<file path="config.mk">
export PLATFORM = sky130hd
export DESIGN_NAME = cxu_ctrl
export DESIGN_NICKNAME = d
export VERILOG_FILES = /design/src/hdl/cxu_pkg.sv /design/src/hdl/cxu_ctrl.sv
export SDC_FILE = /design/constraint.sdc
export NUM_CORES = 1
export LEC_CHECK = 0
export BUFFER_PORTS_ARGS = -buffer_cell sky130_fd_sc_hd__buf_2
export CORE_MARGIN = 2
export CORE_UTILIZATION = 40
export CTS_BUF_LIST = sky130_fd_sc_hd__clkbuf_4 sky130_fd_sc_hd__clkbuf_8
export CTS_CLUSTER_SIZE = 24
export DETAILED_ROUTE_END_ITERATION = 6
export SYNTH_ARGS = -nofsm -noshare
export SYNTH_HDL_FRONTEND = slang
export SYNTH_SLANG_ARGS = --single-unit
</file>
<file path="constraint.sdc">
create_clock -name clk -period 1.9 [get_ports clk]
set_clock_uncertainty 0.2 [all_clocks]
set_input_delay 0.19 -clock clk [delete_from_list [all_inputs] [get_ports clk]]
set_output_delay 0.19 -clock clk [all_outputs]
set_load 0.02 [all_outputs]
</file>
<file path="src/hdl/cxu_pkg.sv">
`timescale 1ns / 1ps
// ----------------------------------------------------------------------------
// cxu_pkg
// Types, register indexes and block-function helpers shared by the
// ChaCha20 keystream XOR unit.
// ----------------------------------------------------------------------------
package cxu_pkg;

  localparam int WORD_BYTES = 8;
  localparam int WORD_W     = 8 * WORD_BYTES;
  localparam int CNT_W      = 4;
  localparam int CFG_IDX_W  = 3;
  localparam int CFG_DATA_W = 64;
  localparam int WPOS_W     = 3;

  // configuration register indexes
  localparam logic [CFG_IDX_W-1:0] CFG_KEY0      = 3'd0;
  localparam logic [CFG_IDX_W-1:0] CFG_KEY1      = 3'd1;
  localparam logic [CFG_IDX_W-1:0] CFG_KEY2      = 3'd2;
  localparam logic [CFG_IDX_W-1:0] CFG_KEY3      = 3'd3;
  localparam logic [CFG_IDX_W-1:0] CFG_NONCE_LO  = 3'd4;
  localparam logic [CFG_IDX_W-1:0] CFG_NONCE_HI  = 3'd5;
  localparam logic [CFG_IDX_W-1:0] CFG_START_CTR = 3'd6;

  // "expand 32-byte k"
  localparam logic [31:0] SIGMA [4] = '{
    32'h6170_7865, 32'h3320_646e, 32'h7962_2d32, 32'h6b20_6574
  };

  typedef struct packed {
    logic [WORD_W-1:0] data_in;
    logic [CNT_W-1:0]  byte_count;
    logic              last_word;
  } in_word_t;

  typedef struct packed {
    logic [WORD_W-1:0] data_out;
    logic [CNT_W-1:0]  byte_count_out;
    logic              last_out;
  } out_word_t;

  typedef struct packed {
    logic              latch_in;
    logic              load_ctr;
    logic              load_x;
    logic              do_round;
    logic              diag;
    logic              feed;
    logic              emit;
    logic              inc_ctr;
    logic [WPOS_W-1:0] wpos;
  } dp_cmd_t;

  typedef struct packed {
    logic last_word;
  } dp_status_t;

  typedef struct packed {
    logic [31:0] a;
    logic [31:0] b;
    logic [31:0] c;
    logic [31:0] d;
  } qr_t;

  function automatic logic [31:0] rotl32(input logic [31:0] v, input int s);
    rotl32 = (v << s) | (v >> (32 - s));
  endfunction

  function automatic qr_t quarter_round(input qr_t q);
    qr_t r;
    r = q;
    r.a = r.a + r.b; r.d = rotl32(r.d ^ r.a, 16);
    r.c = r.c + r.d; r.b = rotl32(r.b ^ r.c, 12);
    r.a = r.a + r.b; r.d = rotl32(r.d ^ r.a, 8);
    r.c = r.c + r.d; r.b = rotl32(r.b ^ r.c, 7);
    return r;
  endfunction

endpackage

</file>
<file path="src/hdl/cxu_ctrl.sv">
`timescale 1ns / 1ps
// ----------------------------------------------------------------------------
// cxu_ctrl
// Sequencer: input/output handshakes, message and block tracking, round
// counting and datapath commands.
// ----------------------------------------------------------------------------
module cxu_ctrl #(
  parameter int DOUBLE_ROUNDS = 10
) (
  input  logic                 clk,
  input  logic                 rst_n,
  input  logic                 in_valid,
  output logic                 in_ready,
  output logic                 out_valid,
  input  logic                 out_ready,
  output cxu_pkg::dp_cmd_t     cmd,
  input  cxu_pkg::dp_status_t  status
);
  import cxu_pkg::*;

  localparam int RND_W = $clog2(2 * DOUBLE_ROUNDS);
  localparam logic [RND_W-1:0] RND_LAST = RND_W'(2 * DOUBLE_ROUNDS - 1);

  typedef enum logic [2:0] {
    S_IDLE,
    S_LOAD,
    S_ROUND,
    S_FEED,
    S_EMIT
  } state_t;

  state_t            state_r, state_nxt;
  logic              out_valid_r, out_valid_nxt;
  logic              in_msg_r, in_msg_nxt;
  logic              ks_ready_r, ks_ready_nxt;
  logic [WPOS_W-1:0] wpos_r, wpos_nxt;
  logic [RND_W-1:0]  rnd_r, rnd_nxt;
  logic              in_fire;
  logic              emit_ok;

  assign in_ready  = (state_r == S_IDLE);
  assign in_fire   = in_valid && in_ready;
  assign emit_ok   = !out_valid_r || out_ready;
  assign out_valid = out_valid_r;

  always_comb begin
    state_nxt     = state_r;
    out_valid_nxt = out_valid_r && !out_ready;
    in_msg_nxt    = in_msg_r;
    ks_ready_nxt  = ks_ready_r;
    wpos_nxt      = wpos_r;
    rnd_nxt       = rnd_r;
    cmd           = '0;
    cmd.wpos      = wpos_r;
    cmd.diag      = rnd_r[0];

    case (state_r)
      S_IDLE: begin
        if (in_fire) begin
          cmd.latch_in = 1'b1;
          if (!in_msg_r) begin
            // message start: reload the counter, rewind the block
            cmd.load_ctr = 1'b1;
            in_msg_nxt   = 1'b1;
            ks_ready_nxt = 1'b0;
            wpos_nxt     = '0;
            state_nxt    = S_LOAD;
          end else if (!ks_ready_r) begin
            state_nxt = S_LOAD;
          end else begin
            state_nxt = S_EMIT;
          end
        end
      end
      S_LOAD: begin
        cmd.load_x = 1'b1;
        rnd_nxt    = '0;
        state_nxt  = S_ROUND;
      end
      S_ROUND: begin
        cmd.do_round = 1'b1;
        rnd_nxt      = rnd_r + RND_W'(1);
        if (rnd_r == RND_LAST) begin
          state_nxt = S_FEED;
        end
      end
      S_FEED: begin
        cmd.feed     = 1'b1;
        ks_ready_nxt = 1'b1;
        state_nxt    = S_EMIT;
      end
      S_EMIT: begin
        if (emit_ok) begin
          cmd.emit      = 1'b1;
          out_valid_nxt = 1'b1;
          wpos_nxt      = wpos_r + WPOS_W'(1);
          if (wpos_r == {WPOS_W{1'b1}}) begin
            // block used up: advance the counter
            cmd.inc_ctr  = 1'b1;
            ks_ready_nxt = 1'b0;
          end
          if (status.last_word) begin
            // drop the rest of the block
            in_msg_nxt   = 1'b0;
            ks_ready_nxt = 1'b0;
            wpos_nxt     = '0;
          end
          state_nxt = S_IDLE;
        end
      end
      default: state_nxt = S_IDLE;
    endcase
  end

  always_ff @(posedge clk) begin
    if (!rst_n) begin
      state_r     <= S_IDLE;
      out_valid_r <= 1'b0;
      in_msg_r    <= 1'b0;
      ks_ready_r  <= 1'b0;
      wpos_r      <= '0;
      rnd_r       <= '0;
    end else begin
      state_r     <= state_nxt;
      out_valid_r <= out_valid_nxt;
      in_msg_r    <= in_msg_nxt;
      ks_ready_r  <= ks_ready_nxt;
      wpos_r      <= wpos_nxt;
      rnd_r       <= rnd_nxt;
    end
  end

`ifndef SYNTHESIS
  a_start_loads_block: assert property (@(posedge clk) disable iff (!rst_n)
    in_fire && !in_msg_r |=> state_r == S_LOAD)
    else $error("message start did not compute a fresh block");

  a_rounds_then_feed: assert property (@(posedge clk) disable iff (!rst_n)
    state_r == S_ROUND && rnd_r == RND_LAST |=> state_r == S_FEED)
    else $error("final round not followed by feed-forward");

  a_emit_has_keystream: assert property (@(posedge clk) disable iff (!rst_n)
    state_r == S_EMIT |-> ks_ready_r && in_msg_r)
    else $error("emit without a valid keystream block");

  a_pending_word_kept: assert property (@(posedge clk) disable iff (!rst_n)
    state_r == S_EMIT && out_valid_r && !out_ready |=> state_r == S_EMIT)
    else $error("emit overwrote an untaken output word");
`endif

endmodule
</file>
# Word level (Yosys, flattened, before mapping)
# Cells that the tools add are included.
# op_classes
n_addsub	2
n_eq_ne	12
n_mux	33
n_reduce_logical	13
# op_table
cell	count
3-bit 2-to-1 mux	9
1-bit 2-to-1 mux	15
3-bit case mux with 5 select lines	1
5-bit case mux with 2 select lines	1
2-bit 2-to-1 mux	4
2-bit inequality test, second input constant	4
4-bit AND reduction	2
3-bit by 2-bit equality test with 1-bit output, second input constant	2
3-bit equality test, second input constant	2
3-bit case mux with 2 select lines	1
5-bit by 1-bit adder with 5-bit output, second input constant	1
5-bit equality test, second input constant	1
5-bit AND reduction	1
2-bit nonzero test	2
3-bit by 1-bit adder with 3-bit output, second input constant	1
3-bit by 1-bit equality test with 1-bit output, second input constant	1
3-bit logical NOT	1
3-bit inequality test, second input constant	1
1-bit case mux with 3 select lines	1
3-bit AND reduction	1
3-bit nonzero test	1
1-bit logical AND	2
1-bit logical NOT	2
2-bit by 1-bit inequality test with 1-bit output, second input constant	1
2 further kinds	2
# totals
regBits	14
input_bits	5
out_inout_bits	13

# Longest topological paths before layout
# Gate-level depths: netlist of run 1.
# depth
ltp_word	5
ltp_mapped	5
ltp_nobuf	5

# Worst setup path before layout of run 1
# Ideal clock, no wire load.
# synth_path
path_kind	flip-flop to output port
start	register state_r[0]
end	output port cmd[9] (netlist bit)
arrival_ns	1.327
required_time_ns	1.510
setup_slack_ns	0.183
path_stages_with_launch	4
path_cell_list	dfxtp_1 buf_2 nor4b_4 nor2b_1
# synth_rtl
item	line	rtl
start: declaration	cxu_ctrl.sv:32	state_t state_r, state_nxt;
start signal: assignment	cxu_ctrl.sv:124	state_r <= state_nxt;
end: declaration	cxu_ctrl.sv:16	output cxu_pkg::dp_cmd_t cmd,

==> results of run 1 <==
routing by layer:
metal / routed length (µm) / vias up / part of all wire (%)
met5: 0 / - / 0
met4: 0 / 0 / 0
met3: 88 / 0 / 4.5
met2: 928 / 21 / 47
met1: 937 / 382 / 48
li1: - / 408 / -
registers in the layout, indices dropped and copies added (netlist names):
| name | cells |
|---|---|
| rnd_r | 5 |
| state_r | 3 |
| wpos_r | 3 |
| in_msg_r | 1 |
| ks_ready_r | 1 |
| out_valid | 1 |
area by class of cell:
| cell class | count | area share [%] |
|---|---|---|
| Multi-Input combinational cell | 75 | 49.6 |
| Sequential cell | 14 | 26.9 |
| Timing Repair Buffer | 27 | 15.9 |
| Clock buffer | 4 | 3.38 |
| Tap cell | 27 | 3.14 |
| Inverter | 3 | 1.05 |
synth_stat cells:
cell type / number / share of area [%]
nor2b_1: 5 / 3.7
a31oi_1: 1 / 0.74
a211oi_1: 1 / 0.88
o32ai_1: 1 / 1.0
and2_1: 2 / 1.5
nor3_1: 1 / 0.59
nand4_1: 2 / 1.5
mux2i_1: 2 / 2.4
ha_1: 3 / 4.4
nor3b_4: 1 / 2.2
nand4b_1: 1 / 1.0
nand2b_1: 5 / 3.7
nand3b_1: 2 / 1.8
or3b_1: 1 / 1.0
nand2_1: 11 / 4.9
o21ai_0: 5 / 2.9
o31ai_2: 1 / 1.5
clkbuf_1: 2 / 0.88
buf_4: 2 / 1.8
o2111ai_1: 3 / 3.1
dfxtp_1: 14 / 33
nor2_1: 3 / 1.3
nand3_1: 6 / 3.5
inv_1: 3 / 1.3
nor2_2: 1 / 0.74
a21oi_1: 5 / 2.9
nor4b_4: 1 / 2.8
o211ai_1: 3 / 2.7
and4b_1: 3 / 3.5
buf_2: 3 / 1.8
or3b_2: 2 / 2.1
o22ai_1: 1 / 0.74
nor4bb_1: 1 / 1.2
xnor2_1: 1 / 1.0
logic make-up (layout without fill, tap and decap cells):
| group | Yosys count | count (layout) | synth area share (%) |
|---|---|---|---|
| DFF | 14 | 14 | 33.0 |
| muxes | 2 | 2 | 2.36 |
| adders and majority gates | 3 | 3 | 4.42 |
| and+or+nand+nor | 48 | 48 | 37.0 |
| xor gates and xnor gates | 1 | 1 | 1.03 |
| buffers and inverters | 10 | 34 | 5.74 |
| AOI/OAI and AO/OA | 21 | 21 | 16.5 |
through the flow:
| step | hold slack (ps) | cell area (µm²) |
|---|---|---|
| floorplan | 80.7 | 850 |
| global placement | 246 | 968 |
| detailed placement | 255 | 968 |
| CTS | 14.8 | 1020 |
| global route | 17.4 | 1070 |
| finish | 9.08 | 1070 |
worst paths after layout:
check             start         end  slack (ps)  cells after the start
max          state_r[1]      cmd[3]          30                      4
min reg2reg  state_r[0]  state_r[0]         260                      1
max reg2reg  state_r[2]   wpos_r[1]         310                      4
min            in_valid  state_r[0]           9                      3
power by group through the flow:
stage          Combinational [mW]  Clock, mW  Sequential, mW
2_1_floorplan              0.0969          0           0.321
3_3_place_gp                0.128          0           0.325
3_5_place_dp                0.129          0           0.326
4_1_cts                     0.132      0.225           0.321
5_1_grt                     0.168      0.243           0.320
6_report                    0.155      0.223           0.318
worst register-to-register path: stages, from the launching register on:
cell and delay (ps):
dfxtp_2 350, buf_4 170, or3b_2 500, o2111ai_1 130, o211ai_1 110
repair_timing:
action / in CTS / in global routing
gates resized for setup: 3 / 9
endpoints found under the hold margin: 1 / 0
buffers inserted: 0 / 4
gates cloned: 0 / 0
endpoints found under the setup margin: 3 / 4
hold buffers: 1 / 0
pin swaps: 0 / 1
==> qor_table.md, run 1 <==
| Metric | Value |
| --- | --- |
| Number of slew-limit violations in the final report | 0 |
| Number of clock buffers inserted by TritonCTS | 3 |
| Cell-by-cell trace of the critical path | or3b_4 > nor2_2 > and2_1 > buf_4 |
| Setup slack of the critical path after layout | 28.7 ps |
| Number of flip-flops and latches in the synthesized netlist | 14 |
| Setup WS pre-CTS | 251 ps |
| Initial cell density of the core | 42.9% |
| Fraction of power consumed by the clock network | 32.0% |
| # setup viols final | 0 |
| Height of the die | 50.1 µm |
| Layout cell share with drive strength beyond 1 | 33.3% |
| Antenna violations before repair | 0 |
| Leakage Power | 0.481 nW |
| Maximum frequency from static timing analysis | 534 MHz |
| Ant diodes | 0 |
| Clock transition at the register clock pins on the worst setup and hold paths after CTS | 100 ps |
| Vias/cell | 5.41 |
| Final cycle utilization of the critical path | 98.5% |
| Cell with the biggest individual delay on the critical path | or3b_4 |
| Clock tree from TritonCTS | done |
| Slew at the pin with the worst max-slew slack | 453 ps |
| Net Switching | 0.205 mW |
| Total core area | 1980 µm² |
| Register area | 289 µm² |
| Fin util | 54.2% |
| VDD IR max | 304 µV |
| Grt met3 use | 2.73% |
| Total placed cells including tap cells | 141 |
| Master cell of the clock root buffer | clkbuf_4 |
| Post-Layout Cell Count | 150 |
| Global routing usage on met2 | 24.1% |
| Data arrival, critical path | 1480 ps |
| Total of buffers placed on input and output ports | 17 |
| Remaining routing DRC violations | 0 |
| Detailed Routing Iterations Pass 1 | 4 |
| Top-level I/O count | 18 |
| Post-layout net count | 132 |
| Required time of the critical path | 1510 ps |
| Delay of the slowest cell on the worst path | 420 ps |
| Total area of multi-input combinational cells | 533 µm² |
| Top delay family on crit path | simple AND/OR/NAND/NOR gates |
| Cell-internal power | 0.491 mW |
| Remaining number of nets flagged by the antenna check after routing | 0 |
| # clock sinks | 14 |
| Most common library cell in the layout ignoring fill and taps | buf_2 |
| Final weighted congestion in routability-driven placement | 0.761 |
| Routed wire length per instance | 13.0 µm |
| Critical path class | reg -> out |
| Worst hold-check path type | in -> reg |
| Drt first-iter violations | 13 |
| Count of distinct cell types in the synthesized netlist | 34 |
| Clock latency on the worst-skew pair | 280 ps |
| Mean instance size in the synthesized netlist | 8.58 µm² |
| Met1 Resource Use GR | 23.1% |
| Sequential area share after synthesis | 33.0% |
| Sw Ratio | 29.5% |
| Kind of end point of the critical path | output port |
| Commonest cells after routing, fill and taps aside | buf_2, nand2_1, dfxtp_1 |
| Maximum number of pins on one net before global-route repair | 25 |
| Power share of the combinational group | 22.2% |
| Synth Cell Area | 850 µm² |
| Final setup TNS | 0 ps |
| FP Rows | 16 |
| Routed Wire Length | 1960 µm |
| Synthesized Nets | 107 |
| Number of warning messages in the yosys log | 0 |
| GRT Resource Usage Total | 16.1% |
| Max Cap Violations | 0 |
| H-tree levels | 1 |
| Maximum fanout count along the critical path | 7 |
| Final global-route overflow total | 0 |
| Run status | completed |
| Time the worst path needs with I/O delays and setup | 1870 ps |
| First-pass GRT wire length | 3130 µm |
| CP Buf/Inv Count | 1 |
| Number of cells produced by synthesis | 99 |
| Overall die width | 50.1 µm |
| Vias in the first global route | 705 |
| Post-layout power | 0.696 mW |
| Most congested layer reported by global routing | met2 |
| Routed vias | 811 |
| Worst max-slew margin expressed relative to the limit | 69.7% |
| Hold violation total from the final report | 0 |
| Number of fill cells | 187 |
| Die area | 2510 µm² |
| Post-detail-place hpwl | 1370 µm |
| Area growth from synthesis to final layout | 26.5% |
| Buffers from clock root to sink, at most | 2 |
| CP Launch Type | flip-flop |
| Pwr Density | 647 nW/µm² |
| Share of power burned in registers | 45.8% |
No activity file was read; power rests on OpenSTA's default activity.
==> run 2, diff against run 1 <==
- CORE_ASPECT_RATIO: not set -> 1.25
==> qor_table.md, run 2 (same netlist as run 1, synthesis figures left out) <==
| Metric | Value |
| --- | --- |
| Max FFs per register | 5 |
| Required time of the critical path | 1510 ps |
| FP Rows | 18 |
| Post-detail-place hpwl | 1410 µm |
| Leakage Power | 0.447 nW |
| Master cell of the clock root buffer | clkbuf_4 |
| Routed Wire Length | 1830 µm |
| Antenna violations before repair | 0 |
| Cell-internal power | 0.434 mW |
| Placed instance area | 960 µm² |
| GRT Resource Usage Total | 16.9% |
| Non-Filler Cell Area, Final | 1010 µm² |
| Number of slew-limit violations in the final report | 0 |
| Drt first-iter violations | 10 |
| Hold violation total from the final report | 0 |
| Post-layout power | 0.613 mW |
| Routed vias | 753 |
| VDD IR max | 376 µV |
| Time the worst path needs with I/O delays and setup | 1840 ps |
| Die area | 2510 µm² |
| Final setup TNS | 0 ps |
| Clock transition at the register clock pins on the worst setup and hold paths after CTS | 80 ps |
| Critical path class | reg -> out |
| Final global-route overflow total | 0 |
| Most common library cell in the layout ignoring fill and taps | buf_2 |
| Vias in the first global route | 729 |
| Worst hold-check path type | in -> reg |
| Buffers from clock root to sink, at most | 2 |
| # setup viols final | 0 |
| Maximum number of pins on one net before global-route repair | 16 |
| Worst max-slew margin expressed relative to the limit | 72.1% |
| Share of power burned in registers | 51.9% |
| Final weighted congestion in routability-driven placement | 0.760 |
| Maximum frequency from static timing analysis | 544 MHz |
| Net Switching | 0.180 mW |
| Remaining routing DRC violations | 0 |
| Sw Ratio | 29.3% |
| Register ranked first by flip-flop count | rnd_r |
| Detailed Routing Iterations Pass 1 | 4 |
| Pwr Density | 606 nW/µm² |
| Clock tree from TritonCTS | done |
| Setup WS pre-CTS | 273 ps |
| Setup slack of the critical path after layout | 60.3 ps |
| # clock sinks | 14 |
| Top-level I/O count | 18 |
| Power share of the combinational group | 21.7% |
| Number of clock buffers inserted by TritonCTS | 3 |
| Initial cell density of the core | 42.9% |
| First-pass GRT wire length | 3230 µm |
| Overall die width | 45.2 µm |
| Post-layout net count | 128 |
| Maximum fanout count along the critical path | 8 |
| Final cycle utilization of the critical path | 96.8% |
| Vias/cell | 5.46 |
| Total placed cells including tap cells | 134 |
| CP Launch Type | flip-flop |
| Area growth from synthesis to final layout | 19.0% |
| Buffers inserted during post-CTS setup optimization | 0 |
| Clock latency on the worst-skew pair | 270 ps |
| Final Hold Slack | 26.8 ps |
| Setup repair after global routing missed its margin | true |
| Ant diodes | 0 |
| Layout cell share with drive strength beyond 1 | 30.5% |
| Fin util | 51.0% |
| Total of buffers placed on input and output ports | 17 |
| Slew at the pin with the worst max-slew slack | 417 ps |
| Data arrival, critical path | 1450 ps |
| Kind of end point of the critical path | output port |
| Routed wire length per instance | 13.3 µm |
| Remaining number of nets flagged by the antenna check after routing | 0 |
| Fraction of power consumed by the clock network | 26.4% |
| Max Cap Violations | 0 |
| Run status | completed |
| Height of the die | 55.5 µm |
| Commonest cells after routing, fill and taps aside | buf_2, nand2_1, dfxtp_1 |
| H-tree levels | 1 |
| Registers with the most flip-flops | rnd_r: 5 flops, state_r: 3 flops, wpos_r: 3 flops |
| Total core area | 1980 µm² |
| Post-Layout Cell Count | 138 |
## run 2: layout make-up
cell class	instances	area, µm²
multi-input combinational	75	533
timing repair buffer	23	135
tap	20	25.0
sequential	14	284
inverter	3	11.3
fill	202	971
clock buffer	3	22.5
## run 2: worst paths after layout
| kind | slack, ps | from | end | cells past startpoint |
|---|---|---|---|---|
| max | 60 | state_r[1] | cmd[3] | 4 |
| min reg2reg | 300 | rnd_r[0] | rnd_r[0] | 2 |
| max reg2reg | 340 | state_r[2] | wpos_r[1] | 4 |
| min | 30 | in_valid | state_r[0] | 3 |
## run 2: per-layer routing
| layer | up-vias | GRT usage [%] | wire [µm] |
|---|---|---|---|
| li1 | 401 | - | - |
| met1 | 338 | 20.9 | 786 |
| met2 | 12 | 28.2 | 980 |
| met3 | 2 | 2.94 | 51 |
| met4 | 0 | 6.30 | 14 |
| met5 | - | 0 | 0 |
## run 2: critical path, stage by stage, from the launching register on
cell and delay, ps:
dfxtp_2 370, or3b_4 440, nor2_4 110, and2_1 130, buf_4 130
## run 2: power groups by stage
stage | logic (mW) | registers [mW] | clock network, mW
6_report | 0.133 | 0.318 | 0.162
5_1_grt | 0.149 | 0.321 | 0.184
2_1_floorplan | 0.0969 | 0.321 | 0
4_1_cts | 0.133 | 0.318 | 0.171
3_5_place_dp | 0.131 | 0.324 | 0
3_3_place_gp | 0.131 | 0.323 | 0
## run 2: what timing repair did
action,in CTS,in global routing
setup endpoints to repair,1,3
resized for setup,2,6
pin swaps,0,1
hold buffers,1,0
endpoints found under the hold margin,1,0
